[config.mk]
export PLATFORM = sky130hd
export DESIGN_NAME = rsp_filter_cell
export DESIGN_NICKNAME = d
export VERILOG_FILES = /design/src/rtl/rsp_filter_cell.sv
export SDC_FILE = /design/constraint.sdc
export NUM_CORES = 1
export LEC_CHECK = 0
export BUFFER_PORTS_ARGS = -buffer_cell sky130_fd_sc_hd__clkbuf_2
export CORE_UTILIZATION = 43
export DETAILED_ROUTE_END_ITERATION = 7
export PLACE_DENSITY = 0.85
export SYNTH_ARGS = -nofsm -noshare
export SYNTH_HDL_FRONTEND = slang
export SYNTH_SLANG_ARGS = --single-unit
export TNS_END_PERCENT = 50
[constraint.sdc]
create_clock -name i_clk -period 2.6 [get_ports i_clk]
set_input_delay 0.26 -clock i_clk [delete_from_list [all_inputs] [get_ports i_clk]]
set_output_delay 0.26 -clock i_clk [all_outputs]
set_load 0.005 [all_outputs]
[src/rtl/rsp_filter_cell.sv]
// one stage of the recent prefetch filter shift chain
module rsp_filter_cell #(
    parameter int FB_W = 42
) (
    input  logic            i_clk,
    input  logic            i_rst_n,
    input  logic            i_shift,
    input  logic            i_vld,
    input  logic [FB_W-1:0] i_blk,
    input  logic [FB_W-1:0] i_cand,
    output logic            o_vld,
    output logic [FB_W-1:0] o_blk,
    output logic            o_match
);
    logic            r_vld;
    logic [FB_W-1:0] r_blk;

    assign o_vld   = r_vld;
    assign o_blk   = r_blk;
    assign o_match = r_vld && (r_blk == i_cand);

    always_ff @(posedge i_clk) begin
        if (!i_rst_n) begin
            r_vld <= 1'b0;
        end else if (i_shift) begin
            r_vld <= i_vld;
        end
    end

    always_ff @(posedge i_clk) begin
        if (i_shift) begin
            r_blk <= i_blk;
        end
    end

endmodule

-- Word level (Yosys, flattened, before mapping)
Index checks and enable logic that the tools add are counted.
- word-level logic and storage cells: 4
- bits in registers: 43
- output and inout bits: 44
- input port bits: 88
- reductions and logical operators: 1
- equality and inequality tests: 1
- operators with widths (kind ; number):
    $eq 42x42->1 ; 1
    $logic_and 1x1->1 ; 1

-- Logic depth before layout (Yosys ltp)
Gate-level depths: netlist of run 1.
- word-level depth: 2
- gate-level depth with buffers: 4
- gate-level depth less buffers: 4

-- Least setup slack after synthesis of run 1
Ideal clock, no wire load.
- path kind: register -> output
- from: register r_blk[15], in the netlist o_blk[15]
- to: output o_match
- arrival time: 1.357 ns
- stages on the path, launching flop included: 5
- slack: 0.983 ns
- buffers on the path: 0
- path through: edfxtp_1 xnor2_1 nand4_1 or4_1 nor3_2
- cells in the longest elaborated chain, start to end: 2
- RTL lines (what ; RTL line ; RTL):
    from (decl) ; 16 ; logic [FB_W-1:0] r_blk;
    from (signal assigned) ; 32 ; r_blk <= i_blk;
    $eq 42x42->1 ; 20 ; assign o_match = r_vld && (r_blk == i_cand);
    $logic_and 1x1->1 ; 20 ;
    to (decl) ; 13 ; output logic o_match
No other way between the ends.

-- Worst setup path in the final report of run 1
- from: register r_blk[6], in the netlist o_blk[6]
- to: output o_match
Same word-level chain as after synthesis.

==> results.md, run 1 <==
* Status: completed
* Max-slew headroom at 39.2%
* WP data required at 2.34 ns
* Die W at 66.0 um
* Congestion Overflow GR at 0
* Final period util at 82.4%
* Initial Util at 46.4%
* Postcts setup bufs at 0
* Post-CTS sizing at 0
* Initial antenna violation count at 0
* Vias in the first global route at 1288
* Crit start category: flip-flop
* Setup TNS at 0 ns
* CTS Buf Count at 5
* Synthesis-to-finish area growth at 46.7%
* Diodes inserted at 0
* Clock Power Share at 29.2%
* Most frequent cells in the layout: 131 x clkbuf_2, 42 x edfxtp_1, 27 x xor2_1
* Fmax at 0.467 GHz
* Num rows at 22
* First-pass GRT wire length at 5460 um
* Count of final hold-check violations at 0
* Vias at 1346
* Nets at 329
* Routed wire length at 3820 um
* CP Class: reg2out
* Hold Path Class: in2reg
* First DRT Iteration DRCs at 31
* Setup crit end kind: output pin
* Gpl congestion at 0.744
* Clock H-tree levels at 2
* Max-Cap Viols at 0
* Final Setup Violations at 0
* Clk buf depth at 2
* Sequential Power Share at 56.9%
* Root Driver: clkbuf_8
* CTS tree: built
* Max VDD drop at 0.000428 V
* CTS sink count at 43
* Post-synthesis net count at 190
* Placement Setup Slack at 0.763 ns
* Final Worst Setup Slack at 0.459 ns
* Share of cells above drive strength 1 at 57.9%
* RSZ-0062 raised after global routing: false
* Largest net degree at the start of global routing at 40
* Net Sw Power at 0.323 mW
* Antenna viol nets, final at 0
* Cell Area, Synth at 1760 um^2
* Port Buf Inserts at 131
* Die area at 4360 um^2
* Leak at 1.18 nW
* Synthesized flop and latch total at 43
* Crit-path max FO at 2
* DIE HEIGHT at 66.0 um
* Core Box Area at 3800 um^2
* Max Transition Viols Final at 0
* Vias per cell at 4.64
* Pint at 1.19 mW
* Post-route clock skew at 0 ns
* Per-cell routed wire length at 13.2 um
* Commonest non-fill, non-tap cell in the layout: clkbuf_2
* Reg clk slew, reported paths at 0.07 ns
* Post-route insts no fill at 290
* Hold_buf cts at 0
* Combinational Power Share at 13.9%
* Sequential fraction of the synthesis area at 72.7%
* Cell Pwr Density at 585 nW/um^2
* CP arrival at 1.88 ns
* Worst Tran Pin Value at 0.912 ns
* Worst-Skew Late Latency at 0.28 ns
* Syn_area_per_cell at 17.3 um^2
* Tot GR Track Use at 18.0%
* Min Tclk post-route at 2.14 ns
* IO Count at 132
* Post-DP HPWL at 3160 um
* YS warnings at 0
* Synth Instances at 102
* Fillers at 275
* Synth unique cells at 12
* Cells after DPL at 282
* Post-route DRC at 0
* DRT Pass-1 Iters at 4
* Switching part of the total at 21.4%
[stage by stage]
step                      hold slack (ns)  power [mW]  instance area (um^2)  utilization [%]
after global routing                0.132        1.59                  2580             68.1
after CTS                           0.138        1.54                  2580             68.1
after global placement              0.437        1.08                  2480             65.4
final                               0.147        1.51                  2580             68.1
after floorplan                     0.359       0.942                  1760                -
after detailed placement            0.439        1.09                  2480             65.4
[power groups by stage]
stage / Combinational (mW) / Sequential [mW] / Clock [mW]
floorplan: 0.0633 / 0.879 / 0
global placement: 0.209 / 0.872 / 0
detailed placement: 0.213 / 0.877 / 0
CTS: 0.214 / 0.861 / 0.460
global route: 0.233 / 0.867 / 0.486
finish: 0.211 / 0.860 / 0.442
[flip-flops by register name, indices dropped and copies added (netlist names)]
name,flops
o_blk,42
o_vld,1
[final cells by class]
cell class / instances / area (um^2) / share of cell area [%]
sequential: 43 / 1280 / 49.6
multi-input combinational: 59 / 480 / 18.6
timing repair buffer: 132 / 663 / 25.7
clock buffer: 8 / 100 / 3.87
tap: 48 / 60.1 / 2.32
[layer usage]
| metal | up-vias | routed length [um] | global-route usage, % |
|---|---|---|---|
| li1 | 653 | - | - |
| met1 | 599 | 1300 | 17.1 |
| met2 | 84 | 2030 | 32.5 |
| met3 | 10 | 415 | 7.41 |
| met4 | 0 | 78 | 9.31 |
| met5 | - | 0 | 0 |
[cells in the mapped netlist, drive strengths merged]
| library cell | n | share of area (%) |
|---|---|---|
| nor3 | 2 | 0.85 |
| nor4 | 6 | 2.1 |
| or4 | 1 | 0.43 |
| nand3 | 1 | 0.28 |
| xor2 | 27 | 13 |
| edfxtp | 42 | 72 |
| nand4 | 5 | 1.8 |
| nor2b | 1 | 0.36 |
| mux2i | 1 | 0.57 |
| dfxtp | 1 | 1.1 |
| xnor2 | 15 | 7.5 |
[critical path: stages (launching register included)]
cell and delay (ns):
edfxtp_1 0.42, xnor2_1 0.19, nand4_1 0.13, or4_1 0.55, nor3_2 0.19, clkbuf_2 0.13
[final timing paths]
path,startpoint,end,slack (ns),cells past startpoint
max reg2reg,o_vld$_SDFFE_PN0P_,o_vld$_SDFFE_PN0P_,1.98,2
min reg2reg,o_vld$_SDFFE_PN0P_,o_vld$_SDFFE_PN0P_,0.54,2
max,o_blk[6]$_DFFE_PP_,o_match,0.46,5
min,i_blk[30],o_blk[30]$_DFFE_PP_,0.15,1
[logic make-up after synthesis]
kind of cell     after synthesis  synth area share (%)
multiplexers                   1                 0.568
AND/OR/NAND/NOR               16                  5.82
XOR/XNOR                      42                  20.9
flip-flops                    43                  72.7
No activity file was read; power rests on OpenSTA's default activity.
==> run 2, diff against run 1 <==
--- a/config.mk
+++ b/config.mk
@@ -6,9 +6,9 @@
 export NUM_CORES = 1
 export LEC_CHECK = 0
 export BUFFER_PORTS_ARGS = -buffer_cell sky130_fd_sc_hd__clkbuf_2
-export CORE_UTILIZATION = 43
+export CORE_UTILIZATION = 36
 export DETAILED_ROUTE_END_ITERATION = 7
-export PLACE_DENSITY = 0.85
+export PLACE_DENSITY = 0.76
 export SYNTH_ARGS = -nofsm -noshare
 export SYNTH_HDL_FRONTEND = slang
 export SYNTH_SLANG_ARGS = --single-unit
==> constraint.sdc (replaced) <==
create_clock -name i_clk -period 1.8 [get_ports i_clk]
set_input_delay 0.18 -clock i_clk [delete_from_list [all_inputs] [get_ports i_clk]]
set_output_delay 0.18 -clock i_clk [all_outputs]
set_load 0.005 [all_outputs]
==> run 2 against run 1 <==
  * The run now ends with negative setup slack left
  * Sequential power rose by 44%
  * Count of clock-buffer cells in the layout fell by 3
  * Global-route usage fell by 2.9 points
  * Routed wire length rose by 4.1%
  * Die area rose by 19%
  * Sequential share of layout area fell by 2.0 points
  * Combinational power rose by 51%
  * First-iteration DRC count rose by 68%
  * Worst hold slack got worse by 0.089 ns
  * Utilization fell by 11 points
  * Worst setup slack got worse by 0.67 ns
  * Via count rose by 1.6%
  * Largest power group unchanged
==> results.md, run 2 (same netlist as run 1, synthesis figures left out) <==
* Status: finished with violations
* Violated checks: negative setup slack
* WP data required at 1.62 ns (-0.72 ns)
* RSZ-0062 raised after global routing: true
* Crit-path max FO at 2 (unchanged)
* Fmax at 0.498 GHz
* Max Transition Viols Final at 0 (unchanged)
* Multi-input gate area at 504 um^2 (+4.9%)
* First-pass GRT wire length at 5700 um (+4.4%)
* Cell Pwr Density at 902 nW/um^2 (+54%)
* First DRT Iteration DRCs at 52 (+68%)
* Worst-Skew Late Latency at 0.29 ns (about the same)
* Gpl congestion at 0.708 (-4.9%)
* Max-slew headroom at 68.0% (+29 points)
* Worst Tran Pin Value at 0.480 ns (-0.433 ns)
* R2R depth at 2 (unchanged)
* Fillers at 399 (+45%)
* Tot GR Track Use at 15.1% (-2.9 points)
* Per-cell routed wire length at 12.8 um (-2.9%)
* Num rows at 25 (+14%)
* Count of final hold-check violations at 0 (unchanged)
* Root Driver: clkbuf_8
* Nets at 331 (+0.61%)
* Setup crit end kind: output pin
* Congestion Overflow GR at 0 (unchanged)
* Post-route clock skew at 0 ns (unchanged)
* Post-DP HPWL at 3300 um (+4.3%)
* Vias in the first global route at 1326 (+3.0%)
* Share of cells above drive strength 1 at 59.8% (+2.0 points)
* Largest net degree at the start of global routing at 28 (-30%)
* IO Count at 132 (unchanged)
* Die area at 5180 um^2 (+19%)
* Hold Path Class: in2reg
* Initial antenna violation count at 0 (unchanged)
* Reg clk slew, reported paths at 0.08 ns (about the same)
* Min Tclk post-route at 2.01 ns
* Seq. cell area at 1280 um^2 (unchanged)
* Most frequent cells in the layout: 131 x clkbuf_2, 42 x edfxtp_1, 27 x xor2_1
* Worst hold stages at 1 (unchanged)
* Clock H-tree levels at 2 (unchanged)
* CP Class: reg2out
* Commonest non-fill, non-tap cell in the layout: clkbuf_2
* Max-Cap Viols at 0 (unchanged)
* Port Buf Inserts at 131 (unchanged)
* Initial Util at 37.3% (-9.1 points)
* Post-route cell area at 2700 um^2 (+4.3%)
* Hold_buf cts at 0 (unchanged)
* Setup TNS at -0.210 ns (-0.210 ns)
* Post-route insts no fill at 311 (+7.2%)
* Final Setup Violations at 1 (+1)
* Vias per cell at 4.40 (-5.3%)
* Routed wire length at 3980 um (+4.1%)
* CTS sink count at 43 (unchanged)
* Synthesis-to-finish area growth at 53.1%
* Dpl cell area at 2520 um^2 (+1.5%)
* Vias at 1367 (+1.6%)
* Die W at 72.0 um (+9.0%)
* Max VDD drop at 0.000412 V (-3.9%)
* Final Worst Setup Slack at -0.210 ns (-0.669 ns)
* CTS tree: built
* Diodes inserted at 0 (unchanged)
* Leak at 1.23 nW (+4.4%)
* Crit start category: flip-flop
* CTS Buf Count at 5 (unchanged)
* DRT Pass-1 Iters at 4 (unchanged)
* CP arrival at 1.83 ns (-0.05 ns)
* Largest register FFs at 42 (unchanged)
* Util after Layout at 57.1% (-11 points)
* Clk buf depth at 2 (unchanged)
* Cells after DPL at 301 (+6.7%)
* Final period util at 112%
* DIE HEIGHT at 72.0 um (+9.0%)
* Antenna viol nets, final at 0 (unchanged)
* Core Box Area at 4720 um^2 (+24%)
* Post-route DRC at 0 (unchanged)
[run 2: cell count changes in the layout (fill, tap and decap cells not counted), sizes merged]
cell / change
bufinv: +2
clkinvlp: +1
buf: +2
clkbuf: -3
[run 2: routing by layer]
layer / GRT usage (%) / part of all wire, % / up-vias
li1: - / - / 659
met1: 14.9 / 36 / 621
met2: 29.1 / 55 / 83
met3: 5.56 / 8.6 / 4
met4: 4.58 / 0.53 / 0
met5: 0 / 0 / -
[run 2: final timing paths]
kind,slack [ns],from,endpoint
setup / recovery,-0.21,o_blk[10]$_DFFE_PP_,o_match
hold / removal,0.06,i_blk[30],o_blk[30]$_DFFE_PP_
setup reg to reg,1.16,o_vld$_SDFFE_PN0P_,o_vld$_SDFFE_PN0P_
hold reg to reg,0.57,o_vld$_SDFFE_PN0P_,o_vld$_SDFFE_PN0P_
[run 2: through the flow]
stage | setup slack [ns] | hold slack, ns | power [mW]
6_report | -0.210 | 0.0589 | 2.43
2_1_floorplan | 0.263 | 0.279 | 1.36
4_1_cts | -0.263 | 0.0482 | 2.45
5_1_grt | -0.297 | 0.0361 | 2.54
3_3_place_gp | -0.0272 | 0.356 | 1.56
3_5_place_dp | -0.0222 | 0.359 | 1.58
[run 2: cell type report]
class | instances | area share, %
Sequential cell | 43 | 47.5
Clock inverter | 3 | 2.51
Multi-Input combinational cell | 59 | 18.7
Timing Repair Buffer | 134 | 25.6
Clock buffer | 5 | 2.55
Tap cell | 67 | 3.11
[run 2: where the power goes]
| part | switching (mW) | total (mW) | internal [mW] |
|---|---|---|---|
| logic | 0.132 | 0.319 | 0.187 |
| clock network | 0.322 | 0.875 | 0.553 |
| registers | 0.0510 | 1.24 | 1.19 |
[run 2: critical path, cell delays in order, from the launching register on]
cell and delay, ns:
edfxtp_1 0.44, xnor2_2 0.15, nand4_1 0.12, or4_4 0.57, nor3_4 0.13, clkbuf_2 0.13
[run 2: what timing repair did]
| item | in CTS | in global routing |
|---|---|---|
| buffers inserted | 0 | 2 |
| gates resized for setup | 2 | 2 |
| endpoints found under the setup margin | 1 | 1 |
| pin swaps | 5 | 2 |
| hold endpoints to repair | 0 | 0 |
==> run 3, diff against run 2 <==
--- a/config.mk
+++ b/config.mk
@@ -8,7 +8,9 @@
 export BUFFER_PORTS_ARGS = -buffer_cell sky130_fd_sc_hd__clkbuf_2
 export CORE_UTILIZATION = 36
 export DETAILED_ROUTE_END_ITERATION = 7
+export GPL_TIMING_DRIVEN = 0
 export PLACE_DENSITY = 0.76
+export SKIP_CTS_REPAIR_TIMING = 1
 export SYNTH_ARGS = -nofsm -noshare
 export SYNTH_HDL_FRONTEND = slang
 export SYNTH_SLANG_ARGS = --single-unit
==> run 3 against run 2 <==
  * The run still ends with negative setup slack left
  * Critical path depth stayed put
  * Sequential cell count stayed put
  * Critical path type unchanged
  * Worst hold slack improved by 0.0022 ns
  * Worst setup slack improved by 0.010 ns
  * Cell area fell by 2.6%
  * Largest cell class unchanged
  * Clock power down 35%
  * Via count is 1.4% lower
  * Fmax is 0.51% higher
  * Register-to-register slack about the same
==> results.md, run 3 (same netlist as run 1, synthesis figures left out) <==
* DRT Pass-1 Iters at 4 (unchanged)
* Critical Path Source: o_blk[40]$_DFFE_PP_
* Die W at 72.0 um (unchanged)
* Final Setup Violations at 1 (unchanged)
* Max-slew headroom at 30.7% (-37 points)
* Nets at 331 (unchanged)
* Status: finished with violations
* Commonest non-fill, non-tap cell in the layout: clkbuf_2
* Routed wire length at 3780 um (-5.2%)
* Most frequent cells in the layout: 131 x clkbuf_2, 42 x edfxtp_1, 27 x xor2_1
* Post-route cell area at 2630 um^2 (-2.6%)
* Antenna viol nets, final at 0 (unchanged)
* Largest register FFs at 42 (unchanged)
* R2R depth at 2 (unchanged)
* Setup TNS at -0.200 ns (+0.0102 ns)
* Post-route clock skew at 0 ns (unchanged)
* Total power at 2.12 mW (-13%)
* Root Driver: clkbuf_8
* Max Transition Viols Final at 0 (unchanged)
* RSZ-0062 raised after global routing: true
* Initial antenna violation count at 0 (unchanged)
* Vias per cell at 4.33 (-1.4%)
* Reg clk slew, reported paths at 0.08 ns (about the same)
* IO Count at 132 (unchanged)
* CP Class: reg2out
* Port Buf Inserts at 131 (unchanged)
* Util after Layout at 55.6% (-1.5 points)
* Vias in the first global route at 1260 (-5.0%)
* Post-DP HPWL at 3100 um (-6.1%)
* Tot GR Track Use at 14.5% (-0.59 points)
* CTS sink count at 43 (unchanged)
* Worst-Skew Late Latency at 0.28 ns (about the same)
* Worst Tran Pin Value at 1.04 ns (+0.561 ns)
* Setup crit end: o_match
* Reg2Reg Capture Point: o_vld$_SDFFE_PN0P_
* Crit-path max FO at 2 (unchanged)
* Max-Cap Viols at 0 (unchanged)
* Congestion Overflow GR at 0 (unchanged)
* Final period util at 111% (-0.57 points)
* Hold Path Class: in2reg
* Diodes inserted at 0 (unchanged)
* Hold_ws at 0.0611 ns (+0.00220 ns)
* Reg-to-reg startpoint: o_vld$_SDFFE_PN0P_
* First-pass GRT wire length at 5490 um (-3.6%)
* Crit start category: flip-flop
* WP data required at 1.62 ns (about the same)
* Num rows at 25 (unchanged)
* Max VDD drop at 0.000339 V (-18%)
* First DRT Iteration DRCs at 64 (+23%)
* Cells after DPL at 300 (-0.33%)
* Synthesis-to-finish area growth at 49.0%
* Per-cell routed wire length at 12.1 um (-5.2%)
* Cell Pwr Density at 809 nW/um^2 (-10%)
* Initial Util at 37.3% (unchanged)
* Core Box Area at 4720 um^2 (unchanged)
* Fmax at 0.500 GHz (+0.51%)
* Violated checks: negative setup slack
* Clock H-tree levels at 2 (unchanged)
* Final Worst Setup Slack at -0.200 ns (+0.0102 ns)
* CP arrival at 1.82 ns (about the same)
* DIE HEIGHT at 72.0 um (unchanged)
* Setup crit end kind: output pin
* Leak at 1.20 nW (-2.4%)
* Placement Setup Slack at -0.0376 ns (-0.0155 ns)
* Post-route DRC at 0 (unchanged)
* Post-route insts no fill at 311 (unchanged)
* Share of cells above drive strength 1 at 58.6% (-1.2 points)
* CTS tree: built
* CTS Buf Count at 5 (unchanged)
* Die area at 5180 um^2 (unchanged)
* Clk buf depth at 2 (unchanged)
* Count of final hold-check violations at 0 (unchanged)
* Dpl cell area at 2500 um^2 (-0.79%)
* Largest net degree at the start of global routing at 44 (+57%)
* Reg-to-reg slack, setup at 1.17 ns (about the same)
* Gpl congestion at 0.710 (+0.27%)
* Vias at 1348 (-1.4%)
* Min Tclk post-route at 2.00 ns (-0.0102 ns)
run 3: worst min path at each step:
stage	from	cells past startpoint	end
after floorplan	i_blk[0]	0	o_blk[0]$_DFFE_PP_
after global placement	i_blk[26]	1	o_blk[26]$_DFFE_PP_
after detailed placement	i_blk[17]	1	o_blk[17]$_DFFE_PP_
after CTS	i_blk[17]	1	o_blk[17]$_DFFE_PP_
after global routing	i_blk[29]	1	o_blk[29]$_DFFE_PP_
final	i_blk[30]	1	o_blk[30]$_DFFE_PP_
run 3: cell type report:
type                            count  area, um^2
Sequential cell                    43        1280
Tap cell                           67        83.8
Clock buffer                        5        68.8
Fill cell                         388        2100
Multi-Input combinational cell     59         498
Timing Repair Buffer              134         678
Clock inverter                      3        15.0
run 3: report_power, final:
| group | total [mW] | internal (mW) | switching [mW] |
|---|---|---|---|
| registers | 1.24 | 1.19 | 0.0516 |
| logic | 0.311 | 0.184 | 0.127 |
| clock network | 0.571 | 0.263 | 0.308 |
run 3: metal layers:
metal | vias to the layer above | track usage [%] | share of wire [%]
li1 | 658 | - | -
met1 | 606 | 14.9 | 38
met2 | 77 | 27.6 | 53
met3 | 7 | 4.86 | 8.5
met4 | 0 | 4.58 | 1.2
met5 | - | 0 | 0
run 3: critical path: stages (launching register included):
cell and delay, ns:
edfxtp_1 0.43, xnor2_2 0.15, nand4_1 0.13, or4_4 0.56, nor3_4 0.13, clkbuf_2 0.13
