[src/rtl/rsp_pkg.sv]
// shared types and constants of the region stream prefetcher
package rsp_pkg;

    // configuration registers
    localparam int CFG_W     = 7;
    localparam int CFG_IDX_W = 1;

    localparam logic [CFG_IDX_W-1:0] REG_PREFETCH_DEPTH   = 1'b0;
    localparam logic [CFG_IDX_W-1:0] REG_ACTIVE_THRESHOLD = 1'b1;

    localparam logic [CFG_W-1:0] DEPTH_RESET  = 7'd4;
    localparam logic [CFG_W-1:0] THRESH_RESET = 7'd2;

    // lookup command broadcast to every table cell
    typedef struct packed {
        logic en;        // update the table this cycle
        logic hit;       // the accessed region is tracked
        logic has_up;    // next region up is tracked
        logic has_down;  // next region down is tracked
    } t_cell_cmd;

    // match flags reported by a table cell
    typedef struct packed {
        logic tag_hit;
        logic up_hit;
        logic down_hit;
        logic lru;
    } t_cell_flags;

    // updated entry state of the selected cell
    typedef struct packed {
        logic sel;
        logic act;
        logic desc;
    } t_cell_res;

endpackage

[src/rtl/rsp_table_cell.sv]
// one entry of the region tracking table
module rsp_table_cell #(
    parameter int IDX     = 0,
    parameter int ENTRIES = 16,
    parameter int TAG_W   = 36,
    parameter int MAP_W   = 64,
    parameter int OFF_W   = 6,
    parameter int CNT_W   = 7,
    parameter int RK_W    = 4
) (
    input  logic                      i_clk,
    input  logic                      i_rst_n,
    input  logic [TAG_W-1:0]          i_tag,
    input  logic [TAG_W-1:0]          i_up,
    input  logic [TAG_W-1:0]          i_down,
    input  logic [OFF_W-1:0]          i_off,
    input  rsp_pkg::t_cell_cmd        i_cmd,
    input  logic [RK_W-1:0]           i_rank_sel,
    input  logic [rsp_pkg::CFG_W-1:0] i_thresh,
    output rsp_pkg::t_cell_flags      o_flags,
    output rsp_pkg::t_cell_res        o_res,
    output logic [RK_W-1:0]           o_rank
);
    import rsp_pkg::*;

    localparam logic [RK_W-1:0] RANK_LAST = RK_W'(ENTRIES - 1);

    logic             r_vld, n_vld;
    logic [RK_W-1:0]  r_rank, n_rank;
    logic [TAG_W-1:0] r_tag, n_tag;
    logic [MAP_W-1:0] r_map, n_map;
    logic [CNT_W-1:0] r_cnt, n_cnt;
    logic             r_act, n_act;
    logic             r_desc, n_desc;
    logic             sel;
    logic [MAP_W-1:0] bit_mask;

    assign o_flags.tag_hit  = r_vld && (r_tag == i_tag);
    assign o_flags.up_hit   = r_vld && (r_tag == i_up);
    assign o_flags.down_hit = r_vld && (r_tag == i_down);
    assign o_flags.lru      = (r_rank == RANK_LAST);
    assign sel              = i_cmd.hit ? o_flags.tag_hit : o_flags.lru;
    assign bit_mask         = MAP_W'(1) << i_off;
    assign o_rank           = r_rank;
    assign o_res.sel        = sel;
    assign o_res.act        = n_act;
    assign o_res.desc       = n_desc;

    always_comb begin
        n_vld  = r_vld;
        n_tag  = r_tag;
        n_map  = r_map;
        n_cnt  = r_cnt;
        n_act  = r_act;
        n_desc = r_desc;
        n_rank = r_rank;
        if (sel) begin
            n_rank = '0;
        end else if (r_rank < i_rank_sel) begin
            n_rank = r_rank + 1'b1;
        end
        if (sel && i_cmd.hit) begin
            n_desc = r_desc | i_cmd.has_up;
            n_act  = r_act | i_cmd.has_up | i_cmd.has_down
                     | (CFG_W'(r_cnt) > i_thresh);
            if ((r_map & bit_mask) == '0) begin
                n_map = r_map | bit_mask;
                n_cnt = r_cnt + 1'b1;
            end
        end else if (sel) begin
            n_vld  = 1'b1;
            n_tag  = i_tag;
            n_map  = bit_mask;
            n_cnt  = CNT_W'(1);
            n_desc = i_cmd.has_up;
            n_act  = i_cmd.has_up | i_cmd.has_down;
        end
    end

    always_ff @(posedge i_clk) begin
        if (!i_rst_n) begin
            r_vld  <= 1'b0;
            r_rank <= RK_W'(IDX);
        end else if (i_cmd.en) begin
            r_vld  <= n_vld;
            r_rank <= n_rank;
        end
    end

    always_ff @(posedge i_clk) begin
        if (i_cmd.en) begin
            r_tag  <= n_tag;
            r_map  <= n_map;
            r_cnt  <= n_cnt;
            r_act  <= n_act;
            r_desc <= n_desc;
        end
    end

endmodule

[config.mk]
export PLATFORM = sky130hd
export DESIGN_NAME = rsp_table_cell
export DESIGN_NICKNAME = d
export VERILOG_FILES = /design/src/rtl/rsp_pkg.sv /design/src/rtl/rsp_table_cell.sv
export SDC_FILE = /design/constraint.sdc
export NUM_CORES = 1
export LEC_CHECK = 0
export BUFFER_PORTS_ARGS = -buffer_cell sky130_fd_sc_hd__clkbuf_2
export CORE_MARGIN = 4
export CORE_UTILIZATION = 25
export CTS_CLUSTER_DIAMETER = 50
export DETAILED_ROUTE_END_ITERATION = 8
export PLACE_DENSITY_LB_ADDON = 0.15
export SLEW_MARGIN = 5
export SYNTH_ARGS = -nofsm -noshare
export SYNTH_HDL_FRONTEND = slang
export SYNTH_SLANG_ARGS = --single-unit
[constraint.sdc]
create_clock -name i_clk -period 11.3 [get_ports i_clk]
set_input_delay 1.13 -clock i_clk [delete_from_list [all_inputs] [get_ports i_clk]]
set_output_delay 1.13 -clock i_clk [all_outputs]
set_load 0.005 [all_outputs]
* After elaboration in Yosys (flattened, before gate mapping) *
Index checks and enable logic that the tools add are counted.

storage, ports and cells
  output and inout port bits = 11
  logic and storage cells = 48
  register bits = 114

operators by class
  add/sub/neg operators = 2
  bitwise logic cells = 8
  $lt $le $gt $ge = 2
  equality and inequality tests = 5
  reductions and logical operators = 10
  shift-type cells = 1
  multiplexer cells = 13

operators by type and width
  cell                  count
  $mux 64               3
  $eq 36x36->1          3
  $and 64x64->64        1
  $logic_not 64->1      1
  $or 64x64->64         1
  $shl 1x6->64 const A  1
  $mux 7                3
  $mux 4                2
  $add 7x1->7 const B   1
  $gt 7x7->1            1
  $reduce_and 3->1      2
  $mux 1                5
  $or 1x1->1            5
  $add 4x1->4 const B   1
  $eq 4x4->1 const B    1
  $logic_and 1x1->1     4
  $lt 4x4->1            1
  $reduce_bool 2->1     2
  $ne 2x1->1 const B    1
  $reduce_and 2->1      1
  $not 1->1             1

* Logic depth before layout (Yosys ltp) *
Gate-level depths: netlist (run 1).

  depth after elaboration = 6
  mapped depth = 9

* Worst setup path after synthesis (run 1) *
OpenSTA, ideal clock, no wires.

  path kind = input to register
  from = input i_off[5]
  to = register r_cnt[0] (enable)
  setup slack = 3173 ps
  data required time = 10695 ps
  cell stages on the path = 8
  arrival = 7522 ps
  path through = buf_6 -> and4_2 -> buf_2 -> a221oi_2 -> o21ai_1 -> a32oi_1 -> nand4_1 -> o31ai_1

between the ends
  cells in the longest elaborated chain, start to end = 5

ends and longest elaborated chain
  what                        RTL line              text
  start: declaration          rsp_table_cell.sv:16  input logic [OFF_W-1:0] i_off,
  $shl 1x6->64                rsp_table_cell.sv:43  assign bit_mask = MAP_W'(1) << i_off;
  $and 64x64->64              rsp_table_cell.sv:66  if ((r_map & bit_mask) == '0) begin
  $logic_not 64->1            rsp_table_cell.sv:66
  $ne 2x1->1 (no line)        --
  $reduce_and 3->1 (no line)  --
  end signal: assignment      rsp_table_cell.sv:94  r_cnt <= n_cnt;
  end: declaration            rsp_table_cell.sv:32  logic [CNT_W-1:0] r_cnt, n_cnt;

No other way between the ends.
A chain may end at the register's enable or synchronous reset.

==> results of run 1 <==
-- critical path: stages --
cell	delay (ns)
clkbuf_2	0.10
xnor2_1	0.16
nand4_1	0.11
nor4_1	0.74
and4_2	0.36
buf_4	0.62
o221ai_1	0.29
nand3_1	0.18
clkbuf_2	0.13
-- cells by family (layout without fill, tap and decap cells) --
family / after synthesis / in the layout / share of synthesized area (%)
buffers and inverters: 51 / 198 / 4.376
muxes: 7 / 7 / 1.117
xor gates and xnor gates: 113 / 113 / 14.73
and+or+nand+nor: 133 / 133 / 12.85
AOI/OAI and AO/OA: 124 / 124 / 14.49
DFF: 114 / 114 / 50.20
adders and majority gates: 12 / 12 / 2.235
-- per-layer routing --
metal / wire, microns / global-route usage [%] / vias to the layer above
li1: - / - / 2418
met1: 9505 / 18.64 / 2553
met2: 9455 / 21.55 / 180
met3: 1150 / 2.949 / 11
met4: 155 / 3.554 / 0
met5: 0 / 0 / -
-- through the flow --
step | worst slack, ns | instance area (sq um) | cells
finish | 6.319 | 8240 | 1036
global route | 5.986 | 8240 | 1036
CTS | 6.217 | 8240 | 1036
detailed placement | 6.088 | 7681 | 1004
global placement | 6.148 | 7681 | 1004
floorplan | 3.173 | 6719 | 554
-- flip-flops by register name, summed over array words and instances, names as in the netlist --
name	cells
o_rank	4
r_vld	1
r_cnt	7
r_desc	1
r_act	1
r_tag	36
r_map	64
-- power groups by stage --
stage | Clock (mW) | Sequential, mW | Combinational, mW
floorplan | 0 | 0.470 | 0.0495
global route | 0.551 | 0.462 | 0.102
CTS | 0.531 | 0.462 | 0.0937
global placement | 0 | 0.470 | 0.0924
detailed placement | 0 | 0.471 | 0.0928
finish | 0.515 | 0.462 | 0.0926
-- cell usage in the layout, fill, tap and decap left out, types with 11 or more instances in the layout --
cell / instances
clkbuf_16: 17
ha_1: 12
clkbuf_2: 141
nand2_1: 27
inv_1: 19
xor2_1: 21
nand3_1: 14
a21oi_1: 11
nor4_1: 12
edfxtp_1: 109
a22o_1: 55
xnor2_1: 92
o21ai_0: 15
nand4_1: 27
-- area by class of cell --
| cell class | instances | area share [%] |
|---|---|---|
| Tap cell | 335 | 5.087 |
| Multi-Input combinational cell | 389 | 37.22 |
| Timing Repair Buffer | 147 | 9.110 |
| Inverter | 19 | 0.8655 |
| Clock inverter | 14 | 1.579 |
| Clock buffer | 18 | 5.208 |
| Sequential cell | 114 | 40.94 |
-- worst max-delay path by stage --
stage,start,endpoint,slack [ns]
floorplan,i_off[5],r_cnt[0]$_SDFFCE_PN1P_,3.17
global route,i_tag[12],o_res[1],5.99
global placement,i_tag[3],r_map[53]$_DFFE_PP_,6.15
detailed placement,i_tag[5],r_map[46]$_DFFE_PP_,6.09
CTS,i_tag[5],o_res[1],6.22
finish,i_tag[10],o_res[1],6.32
==> out/qor.yml, run 1 <==
critical_path:
  r2r_slack_ns: 6.90
  r2r_start: "r_tag[10]$_DFFE_PP_"
  startpoint_type: "primary input"
  r2r_end: "r_map[39]$_DFFE_PP_"
  ff2ff_path_depth: 8
  worstPathMaxFanout: 76
  crit_type: "in -> out"
  cp_data_required_time_ns: 10.17
  arrival_ns: 3.85
  end_kind: "primary output"
yosys:
  synthTopCellsByArea: "edfxtp_1 49%, xnor2_1 12%, a22o_1 7.2%"
  yosysWarnings: 0
  syn-cell-area_sq_mm: 0.006719
  synth_commonest_cells: "109 x edfxtp_1, 92 x xnor2_1, 55 x a22o_1"
  synthFlopType: "edfxtp_1"
  netlist_instances: 554
  syn_avg_cell_area_sq_um: 12.13
  syn_nets: 697
  synth_edf_count: 109
  ys_ff_latch: 114
  synth_most_common_cell: "edfxtp_1"
  yosysTopAreaCell: "edfxtp_1"
  yosysUniqueCellTypes: 57
  ys_seq_area_share_pct: 50.20
  async_flop_share_pct: 0
  yosys.area.top_type_share_pct: 48.72
floorplan:
  fp.dieW_microns: 171.9
  rows: 59
  chipHeight_microns: 171.9
  ioPinCount: 142
  die_area_sq_mm: 0.02956
  start_util_pct: 25.57
  core-area_sq_mm: 0.02628
pwr:
  p_int_mw: 0.8077
  swShare_pct: 24.44
  power.switching_mw: 0.2613
  pwr_density_cell_mw_per_mm2: 129.7
  ir_worst_vdd_mv: 0.09665
  combPwrFrac_pct: 8.7
  pwr-share-seq_pct: 43.2
  finalPower_mw: 1.069
  p_leak_nw: 3.035
  pwr-share-clk_pct: 48.1
clocking:
  clock-sinks: 114
  cts.clk_slew.worst_paths_ns: 0.06
  cts_setup_buffers: 0
  cts_max_path_buffers: 2
  ctsResizeCount: 0
  numCtsBuffers: 17
  cts_root_buf: "clkbuf_16"
  clock_latency_ns: 0.42
  ctsHoldBuffers: 0
  cts_tree: "done"
  cts_htree_levels: 4
timing:
  fin_tns_setup_ns: 0
  finalHoldViolCount: 0
  fin_crit_ns: 4.981
  slew_viol_final: 0
  finalSetupViolCount: 0
  hold_ws_ns: 0.5437
  maxSlewHeadroom_pct: 37.30
  fin_skew_ns: 0.01073
  fmax_ghz: 0.2008
  fin_crit_sh_pct: 44.08
  worstMarginPinSlew_ns: 0.9370
  rsz0062_at_grt: "false"
finish:
  multi_input_area_sq_mm: 0.003067
  nNetsFinal: 831
  antenna_cells: 0
  layout-drive-gt1-share_pct: 28.53
  syn_to_final_growth_pct: 22.64
  fillCellCount: 2718
  regArea_sq_mm: 0.003373
  fin_util_pct: 31.36
grt:
  grt_pass1_wl_microns: 30690
  antenna_found_initial: 0
  grt_overflow: 0
  grt_pass1_vias: 5264
  grt_max_degree: 77
  grt.total_usage_pct: 13.50
route:
  drc: 0
  wire_per_inst_microns: 19.56
  drt_wl_total_microns: 20270
  ant_nets: 0
  viasPerCell: 4.983
  vias: 5162
  dr.pass1.iters: 7
  drtIter0Drc: 327
run_status:
  status: "complete, no violations"
placed_design:
  place.gp.congestion: 0.8132
  port_buffers: 141
  dp_hpwl_microns: 14790
min_path:
  min-delay-start: "o_rank[0]$_SDFFE_PN0P_"
  holdPathEnd: "o_rank[0]$_SDFFE_PN0P_"
  min_path_cells: 1
  hold_class: "reg -> reg"
flow_run:
  drv_cap: 0
Note: power is estimated with default switching activity, not from simulation.
==> inputs of run 2 (changes only) <==
ABC_AREA = 1   (was unset)
clock period = 4.9 ns   (was 11.3 ns; I/O delays follow)
==> out/qor.yml, run 2 <==
run_status:
  status: "complete, no violations"
clocking:
  ctsHoldBuffers: 0  # unchanged
  cts_htree_levels: 4  # unchanged
  cts_root_buf: "clkbuf_16"
  cts_setup_buffers: 0  # unchanged
  clock-sinks: 114  # unchanged
  cts_tree: "done"
  ctsResizeCount: 0  # unchanged
  clock_latency_ns: 0.42  # about the same
  numCtsBuffers: 17  # unchanged
  cts.clk_slew.worst_paths_ns: 0.06  # about the same
  cts_max_path_buffers: 2  # unchanged
placed_design:
  place_area_sq_mm: 0.008149  # +6.1%
  dp_hpwl_microns: 17320  # +17%
  place_inst: 1349  # +34%
  port_buffers: 141  # unchanged
  place_ws_ns: 1.474  # -4.613 ns
  place.gp.congestion: 0.8710  # +7.1%
pwr:
  ir_worst_vdd_mv: 0.2051  # +110%
  p_leak_nw: 3.686  # +21%
  pwr_density_cell_mw_per_mm2: 292.6  # +130%
  finalPower_mw: 2.563  # +140%
route:
  drt_wl_total_microns: 22870  # +13%
  ant_nets: 0  # unchanged
  met3_length_microns: 1197  # +4.1%
  route.met2.wl_microns: 10250  # +8.4%
  drtIter0Drc: 427  # +31%
  viasPerCell: 4.593  # -7.8%
  vias: 6348  # +23%
  wire_per_inst_microns: 16.55  # -15%
  routed.top_layer: "met4"
  dr.pass1.iters: 5  # -2
  drc: 0  # unchanged
  wl_met1_microns: 11080  # +17%
yosys:
  synthTopCellsByArea: "edfxtp_1 46%, nand2_1 11%, nor2_1 5.1%"
  syn_nets: 998  # +43%
  synth_commonest_cells: "207 x nand2_1, 109 x edfxtp_1, 96 x nor2_1"
  yosys.area.top_type_share_pct: 46.21  # -2.5 points
  yosysWarnings: 0  # unchanged
  synth_edf_count: 109  # unchanged
  async_flop_share_pct: 0  # unchanged
  ys_ff_latch: 114  # unchanged
  yosysTopAreaCell: "edfxtp_1"
  yosysUniqueCellTypes: 41  # -28%
  syn_avg_cell_area_sq_um: 8.284  # -32%
  netlist_instances: 855  # +54%
  synth_most_common_cell: "nand2_1"
  ys_seq_area_share_pct: 47.62  # -2.6 points
  syn-cell-area_sq_mm: 0.007083  # +5.4%
  synthFlopType: "edfxtp_1"
timing:
  finalSetupViolCount: 0  # unchanged
  finalHoldViolCount: 0  # unchanged
  fin_ws_ns: 1.445  # -4.874 ns
  maxSlewHeadroom_pct: 27.04  # -10 points
  fin_skew_ns: 0.01197  # +0.001244 ns
  rsz0062_at_grt: "false"
  fin_tns_setup_ns: 0  # unchanged
  slew_viol_final: 0  # unchanged
  fmax_ghz: 0.2895
  fin_crit_ns: 3.455
  worstMarginPinSlew_ns: 1.092  # +0.1549 ns
  hold_ws_ns: 0.2746  # -0.2691 ns
  fin_crit_sh_pct: 70.50
critical_path:
  arrival_ns: 2.96  # -0.89 ns
  worstPathMaxFanout: 53  # -30%
  startpoint_type: "register"
  crit_type: "reg -> out"
  end_kind: "primary output"
  cp_data_required_time_ns: 4.41  # -5.76 ns
  ff2ff_path_depth: 13  # +5
floorplan:
  rows: 61  # +3.4%
  ioPinCount: 142  # unchanged
  start_util_pct: 25.43  # -0.14 points
  fp.dieW_microns: 176.3  # +2.5%
  die_area_sq_mm: 0.03109  # +5.2%
  core-area_sq_mm: 0.02786  # +6.0%
  chipHeight_microns: 176.3  # +2.5%
finish:
  fin_cells: 1382  # +33%
  multi_input_area_sq_mm: 0.003156  # +2.9%
  largest_register_ffs: 64  # unchanged
  final_common_cell: "nand2_1"
  largestRegisters: "r_map x64, r_tag x36, r_cnt x7"
  nNetsFinal: 1133  # +36%
  layout-drive-gt1-share_pct: 20.34  # -8.2 points
  layout_common_cells: "207 x nand2_1, 141 x clkbuf_2, 109 x edfxtp_1, 94 x nor2_1, 92 x inv_1"
  regArea_sq_mm: 0.003373  # unchanged
  syn_to_final_growth_pct: 23.67
  largest_register: "r_map"
  fin_util_pct: 31.44  # +0.088 points
  stdcell_area_sq_mm: 0.008760  # +6.3%
  fillCellCount: 3006  # +11%
grt:
  antenna_found_initial: 1  # +1
  grt_pass1_wl_microns: 35320  # +15%
  grt_overflow: 0  # unchanged
  grt_pass1_vias: 6164  # +17%
  grt_max_degree: 60  # -22%
  grt.total_usage_pct: 14.68  # +1.2 points
flow_run:
  drv_cap: 0  # unchanged
min_path:
  hold_class: "in -> reg"
  min_path_cells: 1  # unchanged
[run 2: cell types whose count changed after synthesis, moves of 11 or more]
cell | previous run | this run
nand3_1 | 14 | 32
xnor2_1 | 92 | 16
nand2_1 | 27 | 207
a22o_1 | 55 | 1
inv_1 | 19 | 92
o21ai_0 | 15 | 64
o22ai_1 | 3 | 14
o21ai_1 | 1 | 27
nand4_1 | 27 | 54
nor2_1 | 5 | 96
[run 2: logic make-up after synthesis]
family | share of synthesized area, %
adder cells (fa/ha/maj) | 2.120
AND/OR/NAND/NOR | 25.65
AO/OA/AOI/OAI | 11.01
XOR/XNOR | 5.564
buffers and inverters | 8.037
flip-flops | 47.62
[run 2: power by group]
part / total, mW / internal (mW) / switching, mW
clock network: 1.29 / 0.805 / 0.488
logic: 0.205 / 0.0819 / 0.123
registers: 1.07 / 1.06 / 0.00386
[run 2: area by class of cell]
class | instances | area share (%)
flip-flops and latches | 114 | 38.51
repair buffers | 149 | 8.742
inverters | 101 | 4.357
clock inverters | 15 | 2.085
well taps | 378 | 5.399
diodes | 1 | 0.02857
multi-input cells | 607 | 36.02
clock buffers | 17 | 4.856
[run 2: final timing paths]
kind	slack, ns	startpoint	end
hold reg to reg	0.49	r_vld$_SDFFE_PN0P_	r_vld$_SDFFE_PN0P_
setup / recovery	1.45	r_tag[12]$_DFFE_PP_	o_res[1]
setup reg to reg	1.78	r_tag[12]$_DFFE_PP_	r_map[22]$_DFFE_PP_
hold / removal	0.27	i_tag[23]	r_tag[23]$_DFFE_PP_
[run 2: layer usage]
layer  global-route usage [%]  up-vias
li1                         -     3208
met1                    20.83     2958
met2                    22.87      159
met3                    2.891       23
met4                    4.094        0
met5                        0        -
[run 2: worst max-delay path, cell delays in order (launching register included)]
cell	delay, ns
edfxtp_1	0.44
inv_2	0.04
nand2_1	0.09
nand2_1	0.05
nor2_1	0.20
nand2_1	0.08
nor2_1	0.11
nand2_1	0.13
nor2_2	0.16
nand3_4	0.32
inv_4	0.56
nand2_1	0.11
nand3_1	0.11
clkbuf_2	0.14
==> inputs of run 3 (changes only) <==
clock period = 3.5 ns   (was 4.9 ns; I/O delays follow)
==> out/qor.yml, run 3 (synthesis results as in run 2) <==
pwr:
  pwr-share-clk_pct: 50.5  # about the same
  power.switching_mw: 0.8771  # +43%
  combPwrFrac_pct: 8.3  # +0.3 points
  p_int_mw: 2.740  # +41%
  ir_worst_vdd_mv: 0.3304  # +61%
  pwr_density_cell_mw_per_mm2: 406.8  # +39%
  swShare_pct: 24.25  # +0.27 points
  finalPower_mw: 3.617  # +41%
  p_leak_nw: 3.764  # +2.1%
  pwr-share-seq_pct: 41.2  # -0.4 points
grt:
  grt.total_usage_pct: 14.80  # +0.12 points
  grt_overflow: 0  # unchanged
  grt_max_degree: 60  # unchanged
  grt_pass1_vias: 6213  # +0.79%
  antenna_found_initial: 1  # unchanged
  grt_pass1_wl_microns: 35600  # +0.78%
route:
  ant_nets: 0  # unchanged
  viasPerCell: 4.579  # -0.31%
  vias: 6379  # +0.49%
  met3_length_microns: 1307  # +9.2%
  dr.pass1.iters: 5  # unchanged
  routed.top_layer: "met4"
  route.met2.wl_microns: 10270  # +0.18%
  wire_per_inst_microns: 16.75  # +1.2%
  drt_wl_total_microns: 23330  # +2.0%
  drtIter0Drc: 391  # -8.4%
  wl_met1_microns: 11520  # +4.0%
  drc: 0  # unchanged
finish:
  largestRegisters: "r_map x64, r_tag x36, r_cnt x7"
  largest_register_ffs: 64  # unchanged
  layout-drive-gt1-share_pct: 21.20  # +0.86 points
  fin_cells: 1393  # +0.80%
  fin_util_pct: 31.92  # +0.47 points
  syn_to_final_growth_pct: 25.53
  final_common_cell: "nand2_1"
  layout_common_cells: "207 x nand2_1, 141 x clkbuf_2, 109 x edfxtp_1, 94 x nor2_1, 92 x inv_1"
  largest_register: "r_map"
  nNetsFinal: 1144  # +0.97%
floorplan:
  ioPinCount: 142  # unchanged
  fp.dieW_microns: 176.3  # unchanged
  start_util_pct: 25.43  # unchanged
  chipHeight_microns: 176.3  # unchanged
  die_area_sq_mm: 0.03109  # unchanged
  rows: 61  # unchanged
  core-area_sq_mm: 0.02786  # unchanged
critical_path:
  worstPathMaxFanout: 40  # -25%
  startpoint_type: "register"
  cp_data_required_time_ns: 3.60  # -0.81 ns
  crit_type: "reg -> reg"
  r2r_start: "r_tag[12]$_DFFE_PP_"
  ff2ff_path_depth: 13  # unchanged
  arrival_ns: 3.14  # +0.18 ns
  end_kind: "register"
  r2r_slack_ns: 0.46  # -1.32 ns
  r2r_end: "r_map[55]$_DFFE_PP_"
clocking:
  cts_htree_levels: 4  # unchanged
  cts_setup_buffers: 0  # unchanged
  clock_latency_ns: 0.42  # about the same
  ctsResizeCount: 0  # unchanged
  cts_root_buf: "clkbuf_16"
  cts_tree: "done"
  cts.clk_slew.worst_paths_ns: 0.06  # about the same
  cts_max_path_buffers: 2  # unchanged
  clock-sinks: 114  # unchanged
  numCtsBuffers: 17  # unchanged
  ctsHoldBuffers: 0  # unchanged
timing:
  fin_tns_setup_ns: 0  # unchanged
  rsz0062_at_grt: "false"
  fin_crit_sh_pct: 86.75
  fin_crit_ns: 3.036
  fmax_ghz: 0.3294
  fin_skew_ns: 0.01773  # +0.005761 ns
  maxSlewHeadroom_pct: 35.09  # +8.1 points
  finalSetupViolCount: 0  # unchanged
  finalHoldViolCount: 0  # unchanged
  slew_viol_final: 0  # unchanged
  worstMarginPinSlew_ns: 0.9714  # -0.1205 ns
placed_design:
  place.gp.congestion: 0.8881  # +2.0%
  port_buffers: 141  # unchanged
  dp_hpwl_microns: 17760  # +2.5%
  place_inst: 1360  # +0.82%
min_path:
  min_path_cells: 1  # unchanged
  min-delay-start: "i_tag[23]"
  holdPathEnd: "r_tag[23]$_DFFE_PP_"
  hold_class: "in -> reg"
run_status:
  status: "complete, no violations"
flow_run:
  drv_cap: 0  # unchanged
## run 3: cell count changes in the layout (fill, tap and decap cells not counted)
| cell | delta |
|---|---|
| clkinv_1 | -1 |
| clkinv_4 | +1 |
| clkinv_2 | +1 |
| clkbuf_1 | +1 |
| buf_4 | +7 |
| clkinvlp_4 | -2 |
| buf_12 | +4 |
## run 3: final cells by class
cell class / instances / area, sq um
inverters: 101 / 381.6
multi-input cells: 607 / 3156
diodes: 1 / 2.502
repair buffers: 160 / 898.4
clock buffers: 18 / 429.2
well taps: 378 / 473.0
fillers: 3024 / 18970
clock inverters: 14 / 177.7
flip-flops and latches: 114 / 3373
## run 3: power groups by stage
stage	Clock (mW)	Sequential, mW	Combinational (mW)
5_1_grt	1.93	1.49	0.336
3_5_place_dp	0	1.52	0.300
4_1_cts	1.87	1.49	0.302
2_1_floorplan	0	1.52	0.141
3_3_place_gp	0	1.52	0.301
6_report	1.83	1.49	0.300
## run 3: metrics by stage
stage          worst slack [ns]  hold WS (ns)  cell area [sq um]
3_3_place_gp             0.2712        0.4581               8282
3_5_place_dp             0.2488        0.4669               8282
4_1_cts                  0.3692        0.1281               8889
5_1_grt                  0.1588        0.1260               8891
2_1_floorplan            0.5736        0.4403               7091
6_report                 0.4638        0.1449               8891
## run 3: critical path, stage by stage (launching register included)
cell      delay [ns]
edfxtp_1        0.44
inv_2           0.04
nand2_1         0.09
nand2_1         0.06
nor2_1          0.19
nand2_1         0.08
nor2_1          0.11
nand2_1         0.12
nor2_2          0.15
nand3_4         0.11
nand2_2         0.08
nand2_1         0.11
nor2_4          0.78
buf_12          0.32
## run 3: how the worst max path moves through the flow
stage | to | slack, ns | cells past startpoint | startpoint
after global routing | r_map[33]$_DFFE_PP_ | 0.16 | 13 | r_tag[12]$_DFFE_PP_
after CTS | r_map[33]$_DFFE_PP_ | 0.37 | 13 | r_tag[12]$_DFFE_PP_
after detailed placement | r_map[23]$_DFFE_PP_ | 0.25 | 14 | i_off[3]
after floorplan | r_tag[0]$_DFFE_PP_ | 0.57 | 5 | o_rank[1]$_SDFFE_PN0P_
final | r_map[55]$_DFFE_PP_ | 0.46 | 13 | r_tag[12]$_DFFE_PP_
after global placement | r_map[39]$_DFFE_PP_ | 0.27 | 14 | i_off[3]
## run 3: routing by layer
layer,vias to the layer above,global-route usage (%)
li1,3231,-
met1,2966,21.42
met2,168,22.52
met3,14,3.576
met4,0,3.216
met5,-,0
